===== src/rtl/slbr_pkg.sv =====
package slbr_pkg;

  localparam int unsigned LEVEL_W = 16;
  localparam int unsigned CFG_W   = 8;
  localparam int unsigned IDX_W   = 6;
  localparam int unsigned LEN_W   = 6;
  localparam int unsigned WORD_W  = 24;

  // Cycles from the pending level registers to a settled lane length.
  localparam int unsigned LANE_LAT = 3;

  // Configuration register indexes.
  localparam logic CFG_SENSITIVITY    = 1'b0;
  localparam logic CFG_MAX_BRIGHTNESS = 1'b1;

  localparam logic [CFG_W-1:0] SENSITIVITY_RST    = 8'd1;
  localparam logic [CFG_W-1:0] MAX_BRIGHTNESS_RST = 8'd255;

  typedef struct packed {
    logic [LEVEL_W-1:0] right_level;
    logic [LEVEL_W-1:0] left_level;
  } in_t;

  typedef struct packed {
    logic [IDX_W-1:0]  pixel_index;
    logic [WORD_W-1:0] pixel_word;
    logic              last_pixel;
  } out_t;

  // Bar lengths of one frame, handed from the lanes to the pixel emitter.
  typedef struct packed {
    logic [LEN_W-1:0] right_len;
    logic [LEN_W-1:0] left_len;
  } frame_t;

endpackage


===== src/rtl/stereo_level_bar_renderer.sv =====
// Stereo level bar renderer for an LED strip VU meter.
// Input channel: one transaction per frame carries the right and left channel
// levels (in_valid_i / in_stall_o / in_data_i). Output channel: one transaction
// per strip pixel, in pixel order, with last_pixel set on the final pixel
// (out_valid_o / out_stall_i / out_data_o).
// Config: cfg_we_i writes sensitivity (index 0) or max_brightness (index 1);
// write only while no frame is in flight.
// Path from an accepted frame to its first pixel when the block is idle: three lane
// stages, hand-off into the emitter frame register, two emitter stages. The pixel
// emitter issues one pixel per cycle while out_stall_i does not hold it. One frame
// waits in the pending register while the previous one is emitted, so frames
// can stream back to back.
// Reset: clears all valid state, sensitivity to 1, max_brightness to 255.
// Out stall freezes the whole emitter pipeline; nothing is dropped, and the
// pending frame then holds in_stall_o high.
module stereo_level_bar_renderer #(
  parameter int unsigned STRIP_PIXELS = 32
) (
  input  logic                        clk_i,
  input  logic                        rst_ni,
  input  logic                        in_valid_i,
  output logic                        in_stall_o,
  input  slbr_pkg::in_t               in_data_i,
  output logic                        out_valid_o,
  input  logic                        out_stall_i,
  output slbr_pkg::out_t              out_data_o,
  input  logic                        cfg_we_i,
  input  logic                        cfg_idx_i,
  input  logic [slbr_pkg::CFG_W-1:0]  cfg_data_i
);

  logic [slbr_pkg::CFG_W-1:0] sens_q;
  logic [slbr_pkg::CFG_W-1:0] max_bright_q;

  // pending frame and the age of its lane results
  logic          pend_valid_q;
  logic [1:0]    pend_age_q;
  slbr_pkg::in_t pend_q;

  logic                       in_accept;
  logic                       frame_take;
  logic                       frame_ready;
  logic [slbr_pkg::LEN_W-1:0] right_len;
  logic [slbr_pkg::LEN_W-1:0] left_len;
  slbr_pkg::frame_t           frame;

  assign in_accept   = in_valid_i && !pend_valid_q;
  assign frame_ready = pend_valid_q && (pend_age_q == 2'(slbr_pkg::LANE_LAT));
  assign in_stall_o  = pend_valid_q;
  assign frame       = {right_len, left_len};

  always_ff @(posedge clk_i or negedge rst_ni) begin
    if (!rst_ni) begin
      sens_q       <= slbr_pkg::SENSITIVITY_RST;
      max_bright_q <= slbr_pkg::MAX_BRIGHTNESS_RST;
    end else if (cfg_we_i) begin
      unique case (cfg_idx_i)
        slbr_pkg::CFG_SENSITIVITY:    sens_q       <= cfg_data_i;
        slbr_pkg::CFG_MAX_BRIGHTNESS: max_bright_q <= cfg_data_i;
        default: ;
      endcase
    end
  end

  always_ff @(posedge clk_i or negedge rst_ni) begin
    if (!rst_ni) begin
      pend_valid_q <= 1'b0;
      pend_age_q   <= '0;
    end else begin
      if (in_accept) begin
        pend_valid_q <= 1'b1;
        pend_age_q   <= '0;
      end else begin
        if (frame_take) begin
          pend_valid_q <= 1'b0;
        end
        if (pend_valid_q && !frame_ready) begin
          pend_age_q <= pend_age_q + 1'b1;
        end
      end
    end
  end

  always_ff @(posedge clk_i) begin
    if (in_accept) begin
      pend_q <= in_data_i;
    end
  end

  // one lane per channel
  slbr_lane #(.STRIP_PIXELS(STRIP_PIXELS)) u_lane_right (
    .clk_i   (clk_i),
    .sens_i  (sens_q),
    .level_i (pend_q.right_level),
    .len_o   (right_len)
  );

  slbr_lane #(.STRIP_PIXELS(STRIP_PIXELS)) u_lane_left (
    .clk_i   (clk_i),
    .sens_i  (sens_q),
    .level_i (pend_q.left_level),
    .len_o   (left_len)
  );

  // merges both bar lengths into the pixel stream
  slbr_emit #(.STRIP_PIXELS(STRIP_PIXELS)) u_emit (
    .clk_i         (clk_i),
    .rst_ni        (rst_ni),
    .max_bright_i  (max_bright_q),
    .frame_valid_i (frame_ready),
    .frame_i       (frame),
    .frame_take_o  (frame_take),
    .out_valid_o   (out_valid_o),
    .out_stall_i   (out_stall_i),
    .out_data_o    (out_data_o)
  );

endmodule


===== src/rtl/slbr_lane.sv =====
module slbr_lane #(
  parameter int unsigned STRIP_PIXELS = 32
) (
  input  logic                          clk_i,
  input  logic [slbr_pkg::CFG_W-1:0]    sens_i,
  input  logic [slbr_pkg::LEVEL_W-1:0]  level_i,
  output logic [slbr_pkg::LEN_W-1:0]    len_o
);

  localparam int unsigned HALF = STRIP_PIXELS / 2;
  localparam logic [slbr_pkg::LEN_W-1:0] HALF_L = slbr_pkg::LEN_W'(HALF);

  logic [23:0] prod_q;
  logic [29:0] x_q;
  logic [slbr_pkg::LEN_W-1:0] len_q;

  logic [13:0] hi;
  logic [15:0] lo;
  logic [16:0] sum;
  logic [13:0] quo;
  logic [slbr_pkg::LEN_W-1:0] len_d;

  // x / 65535 with x = hi*65536 + lo: quotient is hi, plus one when hi + lo
  // reaches 65535 (hi + lo stays below twice that).
  always_comb begin
    hi    = x_q[29:16];
    lo    = x_q[15:0];
    sum   = 17'(hi) + 17'(lo);
    quo   = hi + 14'(sum >= 17'd65535);
    len_d = (quo > 14'(HALF)) ? HALF_L : quo[slbr_pkg::LEN_W-1:0];
  end

  always_ff @(posedge clk_i) begin
    prod_q <= 24'(sens_i) * 24'(level_i);
    x_q    <= 30'(prod_q) * 30'(HALF_L);
    len_q  <= len_d;
  end

  assign len_o = len_q;

endmodule


===== src/rtl/slbr_emit.sv =====
module slbr_emit #(
  parameter int unsigned STRIP_PIXELS = 32
) (
  input  logic                        clk_i,
  input  logic                        rst_ni,
  input  logic [slbr_pkg::CFG_W-1:0]  max_bright_i,
  input  logic                        frame_valid_i,
  input  slbr_pkg::frame_t            frame_i,
  output logic                        frame_take_o,
  output logic                        out_valid_o,
  input  logic                        out_stall_i,
  output slbr_pkg::out_t              out_data_o
);

  localparam int unsigned HALF = STRIP_PIXELS / 2;
  localparam int unsigned RECIP_SH = 20;
  // ceil(2^20 / HALF): exact quotient for products below HALF * 256
  localparam int unsigned RECIP = ((1 << RECIP_SH) + HALF - 1) / HALF;
  localparam logic [slbr_pkg::IDX_W-1:0] LAST_P = slbr_pkg::IDX_W'(STRIP_PIXELS - 1);

  logic                         busy_q;
  logic [slbr_pkg::IDX_W-1:0]   p_q;
  slbr_pkg::frame_t             frame_q;

  logic                         v1_q;
  logic [slbr_pkg::IDX_W-1:0]   idx1_q;
  logic                         lit1_q;
  logic                         last1_q;
  logic [13:0]                  prod1_q;

  logic                         out_valid_q;
  slbr_pkg::out_t               out_q;

  logic                         adv;
  logic                         issue;
  logic                         take;
  logic [slbr_pkg::IDX_W-1:0]   from_far;
  logic                         lit_r;
  logic                         lit_l;
  logic [slbr_pkg::IDX_W-1:0]   span;
  logic [13:0]                  prod1_d;
  logic [34:0]                  recip_mul;
  logic [7:0]                   grad;
  logic [slbr_pkg::WORD_W-1:0]  word;

  always_comb begin
    adv      = !out_valid_q || !out_stall_i;
    issue    = busy_q && adv;
    take     = frame_valid_i && adv && (!busy_q || p_q == LAST_P);
    from_far = LAST_P - p_q;
    lit_r    = p_q < frame_q.right_len;
    lit_l    = from_far < frame_q.left_len;
    span     = lit_r ? p_q : from_far;
    prod1_d  = 14'(span) * 14'(max_bright_i);
    recip_mul = 35'(prod1_q) * 35'(RECIP);
    grad     = recip_mul[RECIP_SH+7:RECIP_SH];
    word     = lit1_q ? {max_bright_i - grad, grad, 8'h00} : '0;
  end

  always_ff @(posedge clk_i or negedge rst_ni) begin
    if (!rst_ni) begin
      busy_q      <= 1'b0;
      p_q         <= '0;
      v1_q        <= 1'b0;
      out_valid_q <= 1'b0;
    end else begin
      if (take) begin
        busy_q <= 1'b1;
        p_q    <= '0;
      end else if (issue) begin
        if (p_q == LAST_P) begin
          busy_q <= 1'b0;
        end
        p_q <= p_q + 1'b1;
      end
      if (adv) begin
        v1_q        <= issue;
        out_valid_q <= v1_q;
      end
    end
  end

  always_ff @(posedge clk_i) begin
    if (take) begin
      frame_q <= frame_i;
    end
    if (adv) begin
      idx1_q  <= p_q;
      lit1_q  <= lit_r || lit_l;
      last1_q <= p_q == LAST_P;
      prod1_q <= prod1_d;
      out_q.pixel_index <= idx1_q;
      out_q.pixel_word  <= word;
      out_q.last_pixel  <= last1_q;
    end
  end

  assign frame_take_o = take;
  assign out_valid_o  = out_valid_q;
  assign out_data_o   = out_q;

endmodule


===== config.mk =====
export PLATFORM = sky130hd
export DESIGN_NAME = stereo_level_bar_renderer
export DESIGN_NICKNAME = d
export VERILOG_FILES = /design/src/rtl/slbr_pkg.sv /design/src/rtl/stereo_level_bar_renderer.sv /design/src/rtl/slbr_lane.sv /design/src/rtl/slbr_emit.sv
export SDC_FILE = /design/constraint.sdc
export NUM_CORES = 1
export LEC_CHECK = 0
export ABC_CLOCK_PERIOD_IN_PS = 6600
export BUFFER_PORTS_ARGS = -buffer_cell sky130_fd_sc_hd__buf_2
export CAP_MARGIN = 40
export CORE_MARGIN = 10
export CORE_UTILIZATION = 50
export DETAILED_ROUTE_END_ITERATION = 12
export GPL_ROUTABILITY_DRIVEN = 0
export PLACE_DENSITY = 0.71
export SKIP_LAST_GASP = 1
export SLEW_MARGIN = 20
export SYNTH_ARGS = -nofsm -noshare
export SYNTH_HDL_FRONTEND = slang
export SYNTH_HIERARCHICAL = 1
export SYNTH_SLANG_ARGS = --single-unit

===== constraint.sdc =====
create_clock -name clk_i -period 6.6 [get_ports clk_i]
set_clock_uncertainty 0.1 [all_clocks]
set_input_delay 0.66 -clock clk_i [delete_from_list [all_inputs] [get_ports clk_i]]
set_output_delay 0.66 -clock clk_i [all_outputs]
set_load 0.01 [all_outputs]

==> flow_summary.json <==
{
  "async_reset_ff_share_pct": 12.79,
  "avgSynthCellArea_sq_um": 10.36,
  "ant_nets": 0,
  "layout.nets": 2112,
  "synth_top_cell_by_area": "fa_1",
  "cts_buffers": 25,
  "grtUsageTotal_pct": 16.76,
  "netlist_instances": 1655,
  "worstSkewPairLatency_ns": 0.54,
  "synthAdderAreaFrac_pct": 33.07,
  "seq_area_sq_um": 5368,
  "drv_cap": 0,
  "hold_path.class": "in -> async",
  "drive_above_1_share_pct": 10.06,
  "cp.arrival_ns": 5.77,
  "max_slew.worst_pin.slew_ns": 0.7220,
  "core_sq_um": 33700,
  "rsz0062_at_grt": "no",
  "drc_errors": 0,
  "hold_viol_final": 0,
  "wl_um": 34860,
  "yosysMostFrequentCell": "inv_1",
  "antenna_cells": 0,
  "antenna_found_initial": 0,
  "placed_cell_area_sq_um": 18040,
  "dieArea_sq_um": 42090,
  "clockBufferDepth": 3,
  "start_util_pct": 50.86,
  "yosys_warnings": 6,
  "ys_seq_elements": 219,
  "synth_area_leaders": "fa_1, edfxtp_1, dfxtp_1, ha_1, and2_1",
  "path_clk_slew_ns": 0.06,
  "slew_violations": 0,
  "design_area_sq_um": 18870,
  "areaGrowthSynthToFinish_pct": 10.11,
  "post_drt_wl_per_cell_um": 15.87,
  "fill_cells": 2912,
  "max-slew-margin-rel_pct": 51.87,
  "crit_path_start": "u_emit/p_q[3]",
  "synth_area_sq_um": 17140,
  "critPathLaunchType": "flop",
  "h-tree-depth": 1,
  "synthMuxAreaShare_pct": 1.701,
  "synth_compound_area_share_pct": 7.964,
  "ys_seq_area_share_pct": 31.31,
  "tns_ns": 0,
  "cts_hold_buf": 0,
  "synthFlopType": "dfxtp_1",
  "grt_remaining_overflow": 0,
  "yosys.cell_types.count": 79,
  "grt_max_degree": 34,
  "cp.required_ns": 6.79,
  "outcome": "completed",
  "dieWidth_um": 205.2,
  "path_max_fanout": 8,
  "cts_tree": "yes",
  "synth_edf_count": 83,
  "io_buffers": 70,
  "synthXorXnorAreaFrac_pct": 3.628,
  "worst_r2r_startpoint": "u_emit/p_q[3]",
  "io_pins": 79,
  "grt_first_pass_wirelength_um": 58340,
  "tritoncts_num_sinks": 219,
  "crit_path_end_kind": "flop",
  "rows": 67,
  "routed-via-count": 11610,
  "clock-root-buffer": "clkbuf_16",
  "first_global_vias": 12120,
  "fp.dieH_um": 205.2,
  "synth_top_area_share_pct": 22.78,
  "post-cts-setup-buffer-count": 0,
  "fmax_mhz": 179.2,
  "setup_viol": 0,
  "dpl.hpwl_um": 27130,
  "firstDrtPassIters": 4,
  "cts_resized": 0,
  "period_minus_slack_ns": 5.581,
  "critPathKind": "reg -> reg",
  "viasPerCell": 5.285,
  "holdWs_ns": 0.05970,
  "synth_top_family_by_area": "adder cells",
  "netlist_top_cells_count": "inv_1, nand2_1, fa_1",
  "drtIter0Drc": 595,
  "multi_input_area_sq_um": 10740,
  "synth-simple-area-share_pct": 16.04,
  "period_share_pct": 84.56
}
[worst max-delay path, cell delays in order, from the launching register on]
cell and delay [ns]:
dfrtp_1 0.45, ha_1 0.34, a21o_2 0.21, a21oi_1 0.16, o21ai_2 0.09, a21oi_4 0.33, xnor2_1 0.36, nand2_1 0.18
fa_1 0.53, fa_1 0.52, fa_1 0.54, inv_1 0.04, ha_1 0.34, a21o_1 0.25, a21oi_1 0.26, o21a_1 0.20
o21ai_0 0.12, xnor2_1 0.21, xnor2_1 0.09
[metal layers]
metal	global-route usage [%]	wire [um]
met3	3.064	1784
met2	28.38	16720
met4	4.411	854
met5	0	0
met1	21.65	15510
[registers in the layout, indices dropped and copies added, names as in the netlist, 2 cells and up]
register	cells
u_lane_left/prod_q	24
u_emit/out_data_o	23
pend_q	32
sens_q	8
u_lane_right/len_o	6
u_emit/frame_q	12
u_lane_right/x_q	24
u_lane_left/x_q	24
u_lane_left/len_o	6
pend_age_q	2
u_lane_right/prod_q	24
u_emit/idx1_q	6
max_bright_q	8
u_emit/p_q	6
u_emit/prod1_q	8
[area by class of cell]
cell class	count	area share, %
multi-input cells	1172	56.92
flip-flops and latches	219	28.44
inverters	232	4.614
clock buffers	31	3.766
well taps	448	2.970
repair buffers	80	2.705
clock inverters	15	0.5834
[final timing paths]
| kind | slack [ns] | end | depth (start not counted) |
|---|---|---|---|
| max in group asynchronous | 5.84 | sens_q[1] | 1 |
| hold reg to reg | 0.21 | u_lane_right/x_q[10] | 0 |
| setup / recovery | 1.02 | u_emit/prod1_q[11] | 18 |
| hold / removal | 0.06 | u_emit/p_q[2] | 1 |
| min in group clk_i | 0.20 | pend_q[8] | 1 |
| setup reg to reg | 1.02 | u_emit/prod1_q[11] | 18 |
[layout by cell type, fill, tap and decap left out, types with 49 or more instances in the layout]
cell	synthesis	layout
buf_2	0	70
ha_1	141	141
xnor2_1	49	49
dfxtp_1	108	108
inv_1	232	233
fa_1	195	195
nand2_1	198	197
and2_1	167	167
a21oi_1	52	52
edfxtp_1	83	83
[through the flow]
| step | instances | setup slack, ns | utilization (%) |
|---|---|---|---|
| 6_report | 2197 | 1.019 | 56.00 |
| 5_1_grt | 2197 | 0.7413 | 56.00 |
| 4_1_cts | 2196 | 1.034 | 55.96 |
| 3_5_place_dp | 2150 | 1.051 | 53.52 |
| 3_3_place_gp | 2142 | 1.134 | 53.11 |
| 2_1_floorplan | 1662 | 1.483 | - |
[logic make-up after synthesis]
| family | count (synthesis) |
|---|---|
| other | 3 |
| AOI/OAI and AO/OA | 201 |
| buffers and inverters | 271 |
| DFF | 219 |
| muxes | 24 |
| xor gates and xnor gates | 71 |
| and+or+nand+nor | 530 |
| adders and majority gates | 336 |
Power is not shown: default switching activity piles up to over one toggle a cycle in this logic, so the estimate is an artifact.
